**config.mk**
```make
export PLATFORM = sky130hd
export DESIGN_NAME = uvt_match
export DESIGN_NICKNAME = d
export VERILOG_FILES = /design/src/sv/uvt_pkg.sv /design/src/sv/uvt_match.sv
export SDC_FILE = /design/constraint.sdc
export NUM_CORES = 1
export LEC_CHECK = 0
export BUFFER_PORTS_ARGS = -buffer_cell sky130_fd_sc_hd__buf_2
export CAP_MARGIN = 10
export CORE_ASPECT_RATIO = 0.5
export CORE_MARGIN = 1.5
export CORE_UTILIZATION = 25
export CTS_BUF_LIST = sky130_fd_sc_hd__clkbuf_8 sky130_fd_sc_hd__clkbuf_16
export CTS_CLUSTER_DIAMETER = 150
export DETAILED_ROUTE_END_ITERATION = 10
export GPL_TIMING_DRIVEN = 0
export PLACE_DENSITY = 0.4
export REMOVE_ABC_BUFFERS = 1
export SYNTH_ARGS = -nofsm -noshare
export SYNTH_HDL_FRONTEND = slang
export SYNTH_SLANG_ARGS = --single-unit
export TNS_END_PERCENT = 20
```
**constraint.sdc**
```tcl
create_clock -name clk -period 6.2 [get_ports clk]
set_input_delay 1.55 -clock clk [delete_from_list [all_inputs] [get_ports clk]]
set_output_delay 1.55 -clock clk [all_outputs]
set_load 0.005 [all_outputs]
```
**src/sv/uvt_pkg.sv**
```systemverilog
// Shared types and codes for the unique value table.
// Depends on nothing; imported by uvt_match and unique_value_table.
`default_nettype none

package uvt_pkg;

  // item kinds carried on in_tuser
  localparam logic [1:0] KIND_INSERT = 2'd0;
  localparam logic [1:0] KIND_SEARCH = 2'd1;
  localparam logic [1:0] KIND_CLEAR  = 2'd2;

  // result status codes carried on out_tuser
  localparam logic [2:0] STAT_FOUND     = 3'd0;
  localparam logic [2:0] STAT_INSERTED  = 3'd1;
  localparam logic [2:0] STAT_NOT_FOUND = 3'd2;
  localparam logic [2:0] STAT_FULL      = 3'd3;
  localparam logic [2:0] STAT_CLEARED   = 3'd4;

  // fixed port widths
  localparam int unsigned PORT_PART_W  = 32;
  localparam int unsigned PORT_INDEX_W = 8;
  localparam int unsigned PORT_COUNT_W = 9;
  localparam int unsigned TOL_W        = 32;

  // parts whose difference needs more than this many bits never match
  localparam int unsigned NEAR_W = 16;

  typedef enum logic [1:0] {
    ST_IDLE,
    ST_SCAN,
    ST_DONE
  } uvt_state_t;

  // status from the compare pipeline back to the sequencer
  typedef struct packed {
    logic hit;   // tagged entry at the end of the pipe matches
    logic busy;  // entries still in flight
  } uvt_match_t;

endpackage

`default_nettype wire

```
**src/sv/uvt_match.sv**
```systemverilog
// Compare pipeline: squared distance of a stored entry to the query, two stages.
// Depends on uvt_pkg.
`default_nettype none

module uvt_match
  import uvt_pkg::*;
#(
  parameter int unsigned PART_W = 32,
  parameter int unsigned TAG_W  = 8
) (
  input  wire logic                clk,
  input  wire logic                rst_n,
  input  wire logic                flush,
  input  wire logic                ent_vld,
  input  wire logic [TAG_W-1:0]    ent_tag,
  input  wire logic [2*PART_W-1:0] ent_data,
  input  wire logic [PART_W-1:0]   q_re,
  input  wire logic [PART_W-1:0]   q_im,
  input  wire logic [TOL_W-1:0]    tol,
  output uvt_match_t               res,
  output logic      [TAG_W-1:0]    hit_tag
);

  localparam int unsigned DIFF_W = PART_W + 1;
  localparam int unsigned WIDE_W = 2 * NEAR_W + 1;

  logic signed [DIFF_W-1:0] d_re, d_im;
  logic        [DIFF_W-1:0] m_re, m_im;
  logic        [WIDE_W-1:0] w_re, w_im;

  logic                     a_vld_r;
  logic        [TAG_W-1:0]  a_tag_r;
  logic                     a_far_r;
  logic        [NEAR_W-1:0] a_re_r, a_im_r;

  logic                      b_vld_r;
  logic        [TAG_W-1:0]   b_tag_r;
  logic                      b_far_r;
  logic        [2*NEAR_W-1:0] b_re_r, b_im_r;

  logic        [WIDE_W-1:0] sq_sum;

  // part differences and magnitudes, sign-extended by one bit
  always_comb begin
    d_re = $signed({ent_data[PART_W-1], ent_data[PART_W-1:0]})
         - $signed({q_re[PART_W-1], q_re});
    d_im = $signed({ent_data[2*PART_W-1], ent_data[2*PART_W-1:PART_W]})
         - $signed({q_im[PART_W-1], q_im});
    m_re = d_re[DIFF_W-1] ? DIFF_W'(-d_re) : DIFF_W'(d_re);
    m_im = d_im[DIFF_W-1] ? DIFF_W'(-d_im) : DIFF_W'(d_im);
    w_re = WIDE_W'(m_re);
    w_im = WIDE_W'(m_im);
  end

  // stage A: magnitudes and the too-far flag
  always_ff @(posedge clk) begin
    if (!rst_n) begin
      a_vld_r <= 1'b0;
    end else begin
      a_vld_r <= ent_vld && !flush;
    end
  end

  always_ff @(posedge clk) begin
    a_tag_r <= ent_tag;
    a_far_r <= (|w_re[WIDE_W-1:NEAR_W]) || (|w_im[WIDE_W-1:NEAR_W]);
    a_re_r  <= w_re[NEAR_W-1:0];
    a_im_r  <= w_im[NEAR_W-1:0];
  end

  // stage B: squares
  always_ff @(posedge clk) begin
    if (!rst_n) begin
      b_vld_r <= 1'b0;
    end else begin
      b_vld_r <= a_vld_r && !flush;
    end
  end

  always_ff @(posedge clk) begin
    b_tag_r <= a_tag_r;
    b_far_r <= a_far_r;
    b_re_r  <= a_re_r * a_re_r;
    b_im_r  <= a_im_r * a_im_r;
  end

  // sum and tolerance check
  always_comb begin
    sq_sum   = WIDE_W'(b_re_r) + WIDE_W'(b_im_r);
    res.hit  = b_vld_r && !b_far_r && (sq_sum <= WIDE_W'(tol));
    res.busy = a_vld_r || b_vld_r;
    hit_tag  = b_tag_r;
  end

endmodule

`default_nettype wire

```
==> run_results.csv, run 1 <==
group,metric,value,unit
run_status,status,"finished, violations left",
run_status,violations,"negative setup slack",
clock_tree,htree_levels,4,
final_layout,drive_gt1_share,16.38,%
global_routing,antenna_found_initial,2,
yosys,async_flop_share,0,%
worst_setup_path,end_kind,"output port",
die,initial_utilization,25.46,%
worst_setup_path,path_max_fanout,3,
yosys,yosysWarnings,0,
die,die_w,445.4,µm
placement,dpl_worst_slack,-1348,ps
yosys,synth_seq_cells,114,
global_routing,grt_start_max_net_pins,21,
yosys,ys_top_cells_by_count,"inv_1, ha_1, fa_1",
die,placeableCoreArea,0.09609,mm²
route,wl,67.30,mm
yosys,ys_seq_area_share,9.330,%
worst_setup_path,r2r_slack,10,ps
yosys,post-synth-top-area-fraction,26.68,%
clock_tree,postCtsHoldBufs,0,
global_routing,grt_usage,13.67,%
timing,skew,9.455,ps
route,wl_met2,31.74,mm
timing,tightest_slew,935.1,ps
route,drc,0,
worst_setup_path,path_class,"flop to output port",
global_routing,overflow,0,
yosys,yosysTopAreaCell,"fa_1",
final_layout,area_delta_synth_final,18.41,%
clock_tree,cts_tree,"yes",
timing,fin_crit,6436,ps
placement,port_buffers,181,
timing,grt_setup_unrepaired,"yes",
worst_setup_path,cpPeakStageDelay,350,ps
route,drt-pass1-iter-count,5,
final_layout,finalNonFillerCells,4464,
placement,gp_congestion,0.8318,
global_routing,grt_pass1_wl,107.9,mm
worst_setup_path,path_buf_inv,1,
worst_hold_path,hp-class,"flop to flop",
yosys,synth_area,0.02446,mm²
timing,setup_ws,-235.5,ps
placement,dpl_cell_area,0.02673,mm²
route,wl_met3,1.413,mm
clock_tree,root_buffer,"clkbuf_16",
worst_setup_path,slowest_stage,"a221oi_2",
route,first_iter_violations,787,
timing,setup_violations,1,
clock_tree,clk_latency,490,ps
die,ios,182,
route,ant_nets,0,
timing,fin_crit_sh,103.8,%
die,rows,80,
route,num_vias,20045,
worst_setup_path,worstPathRequired,4650,ps
placement,hpwlAfterDp,55.17,mm
final_layout,nets,4011,
yosys,synth_most_common_cell,"inv_1",
timing,max_freq,155.4,MHz
timing,hold_violations,0,
route,top_layer,"met5",
yosys,synthTopCellsByArea,"fa_1, ha_1, inv_1",
clock_tree,path_clk_slew,60,ps
route,viasPerCell,4.490,
route,wire_per_inst,15.08,µm
clock_tree,cts_buffer_depth,2,
timing,maxSlewViolCount,0,
yosys,ys_types,91,
yosys,synth_cells,2932,
route,wl_met1,33.12,mm
worst_setup_path,arrival,4890,ps
clock_tree,cts_made_buffers,17,
final_layout,stdcell_area,0.02897,mm²
yosys,synthFlopType,"dfxtp_1",
yosys,synth_edf_count,0,
die,die_h,224.2,µm
worst_setup_path,cp_cell_sequence,"ha_4, a211oi_4, o211ai_1, a221oi_2, and3b_2, o21a_4, o2bb2ai_4, o21ai_2, o21ai_1, and2_4, o21bai_2, a41oi_2, a21oi_1, xor2_1, ha_1, nand4_1, nor4_2, nand3_1, a21o_1, a31oi_4, buf_2",
timing,slew_headroom,37.66,%
job,cap_viol_max_count,0,
yosys,avgSynthCellArea,8.343,µm²
worst_setup_path,cp_top_family,"compound AO/OA/AOI/OAI gates",
global_routing,grt_pass1_vias,20675,
worst_setup_path,crit_path_start_kind,"flop",
die,die_area,0.09984,mm²
placement,dpl.cell_count,4322,
clock_tree,cts_sinks,114,
-- layout make-up --
cell class | instances | area (µm²)
Timing Repair Buffer | 290 | 1784
Clock inverter | 14 | 142.6
Fill cell | 10383 | 67130
Antenna cell | 1 | 2.502
Inverter | 649 | 2455
Multi-Input combinational cell | 2107 | 20150
Clock buffer | 18 | 439.2
Sequential cell | 114 | 2400
Tap cell | 1271 | 1590
-- worst paths after layout --
kind               from         end  cells after the start
max           b_im_r[3]      res[1]                     21
min          a_tag_r[3]  hit_tag[3]                      0
max reg2reg   a_im_r[3]  b_im_r[30]                     26
min reg2reg  a_tag_r[3]  hit_tag[3]                      0
-- per-layer routing --
metal / global-route usage [%] / up-vias
met4: 3.248 / 2
met2: 23.05 / 189
met5: 0 / -
met3: 1.757 / 49
li1: - / 10013
met1: 18.51 / 9792
-- kinds of logic (layout without fill, tap and decap cells) --
kind of cell             Yosys count  count (layout)  synth area share (%)
AO/OA/AOI/OAI                    512             512                 13.97
flip-flops                       114             114                 9.330
other                              0               1                     0
adder cells (fa/ha/maj)          660             660                 43.76
AND/OR/NAND/NOR                  759             759                 15.63
XOR/XNOR                         171             171                 6.123
multiplexers                       5               5                0.2251
buffers and inverters            711             971                 10.96
-- stage by stage --
stage | hold slack (ps) | utilization, % | setup TNS [ps]
finish | 324.4 | 30.14 | -235.5
CTS | 326.2 | 29.44 | -818.2
global route | 327.6 | 30.14 | -1981
detailed placement | 312.1 | 27.82 | -11920
global placement | 310.2 | 27.80 | -20170
floorplan | 309.6 | - | -412.2
-- worst register-to-register path, cell delays in order, from the launching register on --
cell      delay, ps
dfxtp_4         400
nand2_4         100
inv_2            40
fa_1            520
inv_1            50
fa_1            520
inv_1            50
fa_1            510
inv_1            60
fa_1            530
inv_1            50
fa_1            470
inv_1            50
fa_1            490
inv_2            50
ha_4            210
and3_4          150
a21oi_4         150
a21oi_2          90
or4_4           440
a31o_4          270
o41ai_4         280
o21ai_2         120
nor3_2          150
o21bai_1         90
a21oi_1         160
xnor2_1         140
-- layout by cell type (no fill, tap or decap), types with 8 or more instances in the layout --
cell,n
o2111ai_1,9
dfxtp_2,10
o21ai_0,69
inv_1,636
a211oi_1,18
xnor2_1,117
nor2_1,138
nor2b_1,34
and3_1,26
dfxtp_1,76
dfxtp_4,28
inv_2,8
or2_2,12
a31oi_1,20
o21bai_1,8
ha_1,318
nand2_1,239
fa_1,325
a21o_1,60
xor2_1,54
and2_4,8
buf_4,98
o21a_1,28
a31o_2,8
o31ai_1,9
a21oi_1,124
and2_1,80
or3_1,20
nand3_1,36
o21ai_2,8
buf_2,181
nand4_1,22
o211ai_1,16
o21ai_1,17
ha_4,11
clkbuf_16,17
nand2b_1,26
a21oi_2,11
a211o_1,10
nor3_1,38
-- state kept, by name (all words and copies together) (netlist names) --
register and count:
a_far_r 1, a_im_r 16, a_re_r 16, a_tag_r 8, a_vld_r 1, b_far_r 1
b_im_r 31, b_re_r 31, b_vld_r 1, hit_tag 8
-- repair_timing --
item | in CTS | in global routing
buffers inserted | 54 | 55
gates cloned | 0 | 0
gates resized for setup | 152 | 63
pin swaps | 55 | 38
setup endpoints to repair | 25 | 16
Power of run 1 is not shown: default switching activity piles up to over one toggle a cycle in this logic, so the estimate is an artifact.
==> run 2: changes to the inputs <==
Settings changed: RECOVER_POWER set to 50.
==> run 2 against run 1 <==
The flow still finishes with violations (negative setup slack); register-to-register slack worse by 90 ps; count of clock-buffer cells in the layout stayed put; clock skew hardly changed; critical path depth stayed put; worst hold slack stayed put; global-route usage stayed put; setup slack hardly changed; wire length hardly changed; critical path type unchanged; largest cell class unchanged.
==> run_results.csv, run 2 (synthesis results as in run 1) <==
group,metric,value,unit
route,wire_per_inst,15.08,µm
clock_tree,root_buffer,"clkbuf_16",
clock_tree,clk_latency,490,ps
final_layout,top_regs,"b_im_r (31), b_re_r (31)",
die,die_w,445.4,µm
global_routing,grt_pass1_wl,107.9,mm
worst_setup_path,crit_start,"b_im_r[3]",
timing,slew_headroom,38.03,%
final_layout,drive_gt1_share,16.13,%
clock_tree,path_clk_slew,60,ps
placement,port_buffers,181,
final_layout,nets,4011,
clock_tree,cts_sinks,114,
worst_hold_path,hold_depth,0,
final_layout,nFillCells,10388,
final_layout,final_common_cell,"inv_1",
timing,hold_violations,0,
worst_setup_path,arrival,4890,ps
die,ios,182,
final_layout,layout_common_cells,"inv_1, fa_1, ha_1",
die,die_h,224.2,µm
timing,fin_crit_sh,103.8,%
placement,gp_congestion,0.8318,
worst_setup_path,worstRegToRegCells,26,
route,first_iter_violations,779,
route,top_layer,"met5",
clock_tree,cts_buffer_depth,2,
global_routing,grt_start_max_net_pins,21,
die,placeableCoreArea,0.09609,mm²
worst_setup_path,path_class,"flop to output port",
route,drt-pass1-iter-count,5,
timing,setup_ws,-235.9,ps
route,ant_nets,0,
route,viasPerCell,4.490,
timing,fin_crit,6436,ps
die,die_area,0.09984,mm²
placement,hpwlAfterDp,55.17,mm
route,wl,67.30,mm
route,wl_met3,1.407,mm
die,initial_utilization,25.46,%
worst_setup_path,endpoint,"res[1]",
worst_setup_path,crit_path_start_kind,"flop",
worst_hold_path,hp-class,"flop to flop",
final_layout,final-seq-area,0.002392,mm²
clock_tree,cts_made_buffers,17,
worst_setup_path,r2r_slack,-80,ps
final_layout,post-route-util,30.12,%
global_routing,overflow,0,
timing,skew,9.453,ps
route,wl_met2,31.75,mm
route,wl_met1,33.12,mm
worst_setup_path,path_max_fanout,3,
global_routing,grt_usage,13.67,%
job,cap_viol_max_count,0,
timing,whs,324.4,ps
clock_tree,htree_levels,4,
worst_setup_path,worstPathRequired,4650,ps
route,drc,0,
timing,maxSlewViolCount,0,
worst_setup_path,r2r-start,"a_im_r[2]",
timing,max_freq,155.4,MHz
global_routing,grt_pass1_vias,20675,
worst_setup_path,rr_endpoint,"b_im_r[30]",
run_status,violations,"negative setup slack",
timing,tightest_slew,929.5,ps
timing,setup-tns-final,-453.4,ps
route,num_vias,20044,
final_layout,area_delta_synth_final,18.31,%
die,rows,80,
global_routing,antenna_found_initial,2,
timing,grt_setup_unrepaired,"yes",
clock_tree,cts_tree,"yes",
timing,setup_violations,5,
final_layout,multi_input_area,0.02014,mm²
run_status,status,"finished, violations left",
worst_setup_path,end_kind,"output port",
[run 2: worst max-delay path, stage by stage (launching register included)]
cell and delay [ps]:
dfxtp_2 330, ha_4 260, a211oi_4 250, o211ai_1 180, a221oi_2 350, and3b_2 270, o21a_4 150, o2bb2ai_4 140
o21ai_2 100, o21ai_1 130, and2_4 160, o21bai_2 80, a41oi_2 210, a21oi_1 100, xor2_1 200, ha_1 330
nand4_1 120, nor4_2 300, nand3_1 160, a21o_1 220, a31oi_4 200, buf_2 150
[run 2: area by class of cell]
cell class,count,share of cell area [%]
multi-input cells,2107,69.59
clock buffers,18,1.518
repair buffers,290,6.148
flip-flops and latches,114,8.266
well taps,1271,5.495
diodes,1,0.008647
clock inverters,14,0.4929
inverters,649,8.482
[run 2: layer usage]
metal / up-vias / global-route usage [%]
li1: 10015 / -
met1: 9796 / 18.51
met2: 182 / 23.05
met3: 49 / 1.757
met4: 2 / 3.248
met5: - / 0
[run 2: worst min-delay path by stage]
stage	start	slack, ps	to
after floorplan	a_far_r	310	b_far_r
after global placement	a_tag_r[0]	310	hit_tag[0]
after detailed placement	a_tag_r[4]	310	hit_tag[4]
after CTS	a_tag_r[4]	330	hit_tag[4]
after global routing	a_tag_r[4]	330	hit_tag[4]
final	a_tag_r[3]	320	hit_tag[3]
[run 2: repair_timing]
action | 4_1_cts | 5_1_grt
resized for setup | 152 | 63
hold buffers | 0 | 0
pin swaps | 55 | 38
setup endpoints to repair | 25 | 16
setup buffers | 54 | 55
[run 2: metrics by stage]
step / std cells / setup WS (ps) / area (µm²)
3_3_place_gp: 4322 / -1779 / 26710
4_1_cts: 4408 / -277.3 / 28290
6_report: 4464 / -235.9 / 28940
3_5_place_dp: 4322 / -1348 / 26730
2_1_floorplan: 2870 / -317.3 / 24220
5_1_grt: 4463 / -479.3 / 28940
Power of run 2 is left out for the same reason.
==> run 3: changes to the inputs <==
Settings changed: CELL_PAD_IN_SITES_DETAIL_PLACEMENT set to 1, CELL_PAD_IN_SITES_GLOBAL_PLACEMENT set to 1, CTS_BUF_LIST sky130_fd_sc_hd__clkbuf_8 sky130_fd_sc_hd__clkbuf_16 to sky130_fd_sc_hd__clkbuf_4, PLACE_DENSITY 0.4 to 0.53.
==> run 3 against run 2 <==
Maximum frequency fell by 4.4%; via count rose by 1.8%; utilization shrank 0.29 points; die area is the same; sequential share of layout area rose by 0.068 points; final cell count is 0.16% higher; clock skew rose by 18 ps; wire length is 6.0% higher; the flow still finishes with violations (negative setup slack); flip-flop and latch count did not move; critical endpoint unchanged; final area down 0.97%.
==> run_results.csv, run 3 (synthesis results as in run 1) <==
group,metric,value,unit
final_layout,area_delta_synth_final,17.16,%
timing,hold_violations,0,
final_layout,top_regs,"b_im_r (31), b_re_r (31)",
job,cap_viol_max_count,0,
global_routing,antenna_found_initial,5,
die,die_area,0.09984,mm²
placement,port_buffers,181,
final_layout,final-seq-area,0.002389,mm²
worst_hold_path,hp-class,"flop to flop",
clock_tree,cts_made_buffers,17,
timing,max_freq,148.6,MHz
global_routing,grt_usage,14.41,%
worst_setup_path,arrival,5180,ps
worst_setup_path,path_class,"flop to output port",
global_routing,grt_start_max_net_pins,21,
route,drc,0,
clock_tree,postCtsHoldBufs,0,
final_layout,finalNonFillerCells,4471,
timing,setup-tns-final,-2430,ps
die,placeableCoreArea,0.09609,mm²
final_layout,nets,4014,
global_routing,gr-usage-met3,1.544,%
global_routing,grt_pass1_vias,22203,
route,wire_per_inst,15.96,µm
global_routing,grt_pass1_wl,114.5,mm
die,die_w,445.4,µm
route,viasPerCell,4.565,
die,die_h,224.2,µm
clock_tree,cts_sinks,114,
timing,skew,27.15,ps
clock_tree,clk_latency,730,ps
timing,whs,337.8,ps
final_layout,nFillCells,11504,
clock_tree,root_buffer,"clkbuf_4",
global_routing,use_met1,18.96,%
route,drt-pass1-iter-count,4,
final_layout,final_common_cell,"inv_1",
placement,gp_congestion,0.8015,
die,ios,182,
global_routing,overflow,0,
route,ant_nets,0,
timing,slew_headroom,7.708,%
placement,dpl.cell_count,4323,
final_layout,multi_input_area,0.02012,mm²
die,initial_utilization,25.46,%
timing,fin_crit,6731,ps
timing,fin_crit_sh,108.6,%
timing,tightest_slew,1373,ps
timing,grt_setup_unrepaired,"yes",
clock_tree,path_clk_slew,120,ps
placement,hpwlAfterDp,58.66,mm
run_status,status,"finished, violations left",
worst_setup_path,end_kind,"output port",
die,rows,80,
global_routing,grt_busiest_layer,"met2",
final_layout,drive_gt1_share,15.74,%
route,wl,71.34,mm
run_status,violations,"negative setup slack",
clock_tree,cts_buffer_depth,2,
worst_setup_path,worstPathRequired,4650,ps
timing,maxSlewViolCount,0,
timing,setup_ws,-531.0,ps
global_routing,use_met2,25.01,%
clock_tree,cts_tree,"yes",
worst_setup_path,path_max_fanout,3,
route,first_iter_violations,573,
route,num_vias,20411,
worst_setup_path,crit_path_start_kind,"flop",
timing,setup_violations,12,
clock_tree,htree_levels,4,
final_layout,layout_common_cells,"inv_1, fa_1, ha_1",
[run 3: per-layer routing]
layer,share of wire [%],vias to the layer above
li1,-,10025
met1,49,10194
met5,0.017,-
met4,1.9,2
met3,1.5,51
met2,48,139
[run 3: final timing paths]
path         depth (start not counted)  startpoint  slack [ps]    endpoint
max                                 25   b_im_r[3]        -530      res[1]
min                                  0  a_tag_r[0]         340  hit_tag[0]
max reg2reg                         24   a_im_r[0]        -270  b_im_r[30]
min reg2reg                          0  a_tag_r[0]         340  hit_tag[0]
[run 3: metrics by stage]
step / area (µm²) / setup WS, ps / utilization [%]
floorplan: 24220 / -317.3 / -
global placement: 26710 / -1504 / 27.80
detailed placement: 26740 / -1449 / 27.82
CTS: 27970 / -664.3 / 29.11
global route: 28660 / -874.7 / 29.82
finish: 28660 / -531.0 / 29.82
[run 3: critical path, cell delays in order, from the launching register on]
cell and delay [ps]:
dfxtp_2 350, ha_4 260, a21oi_4 160, o21ai_2 80, o21ai_2 180, a211oi_2 110, o211ai_1 300, a31oi_2 200
a21o_1 200, a21oi_2 130, xnor2_1 90, ha_1 310, a21o_1 160, a21o_1 150, a21o_1 160, a21oi_2 120
nor2b_1 60, o21ai_1 130, nand2b_1 80, a221oi_2 300, o21ai_1 130, a21oi_1 150, o21ai_1 90, a21o_1 210
a31oi_4 200, buf_2 150
[run 3: timing repair]
item / CTS / global route
setup buffers: 56 / 55
pin swaps: 42 / 30
endpoints found under the setup margin: 25 / 20
resized for setup: 140 / 71
[run 3: cell type report]
cell class	instances	area share, %
Sequential cell	114	8.334
Clock inverter	14	0.5457
Clock buffer	18	0.4715
Multi-Input combinational cell	2107	70.21
Inverter	649	8.579
Tap cell	1271	5.549
Timing Repair Buffer	293	6.265
Antenna cell	5	0.04366
Power of run 3 is left out for the same reason.
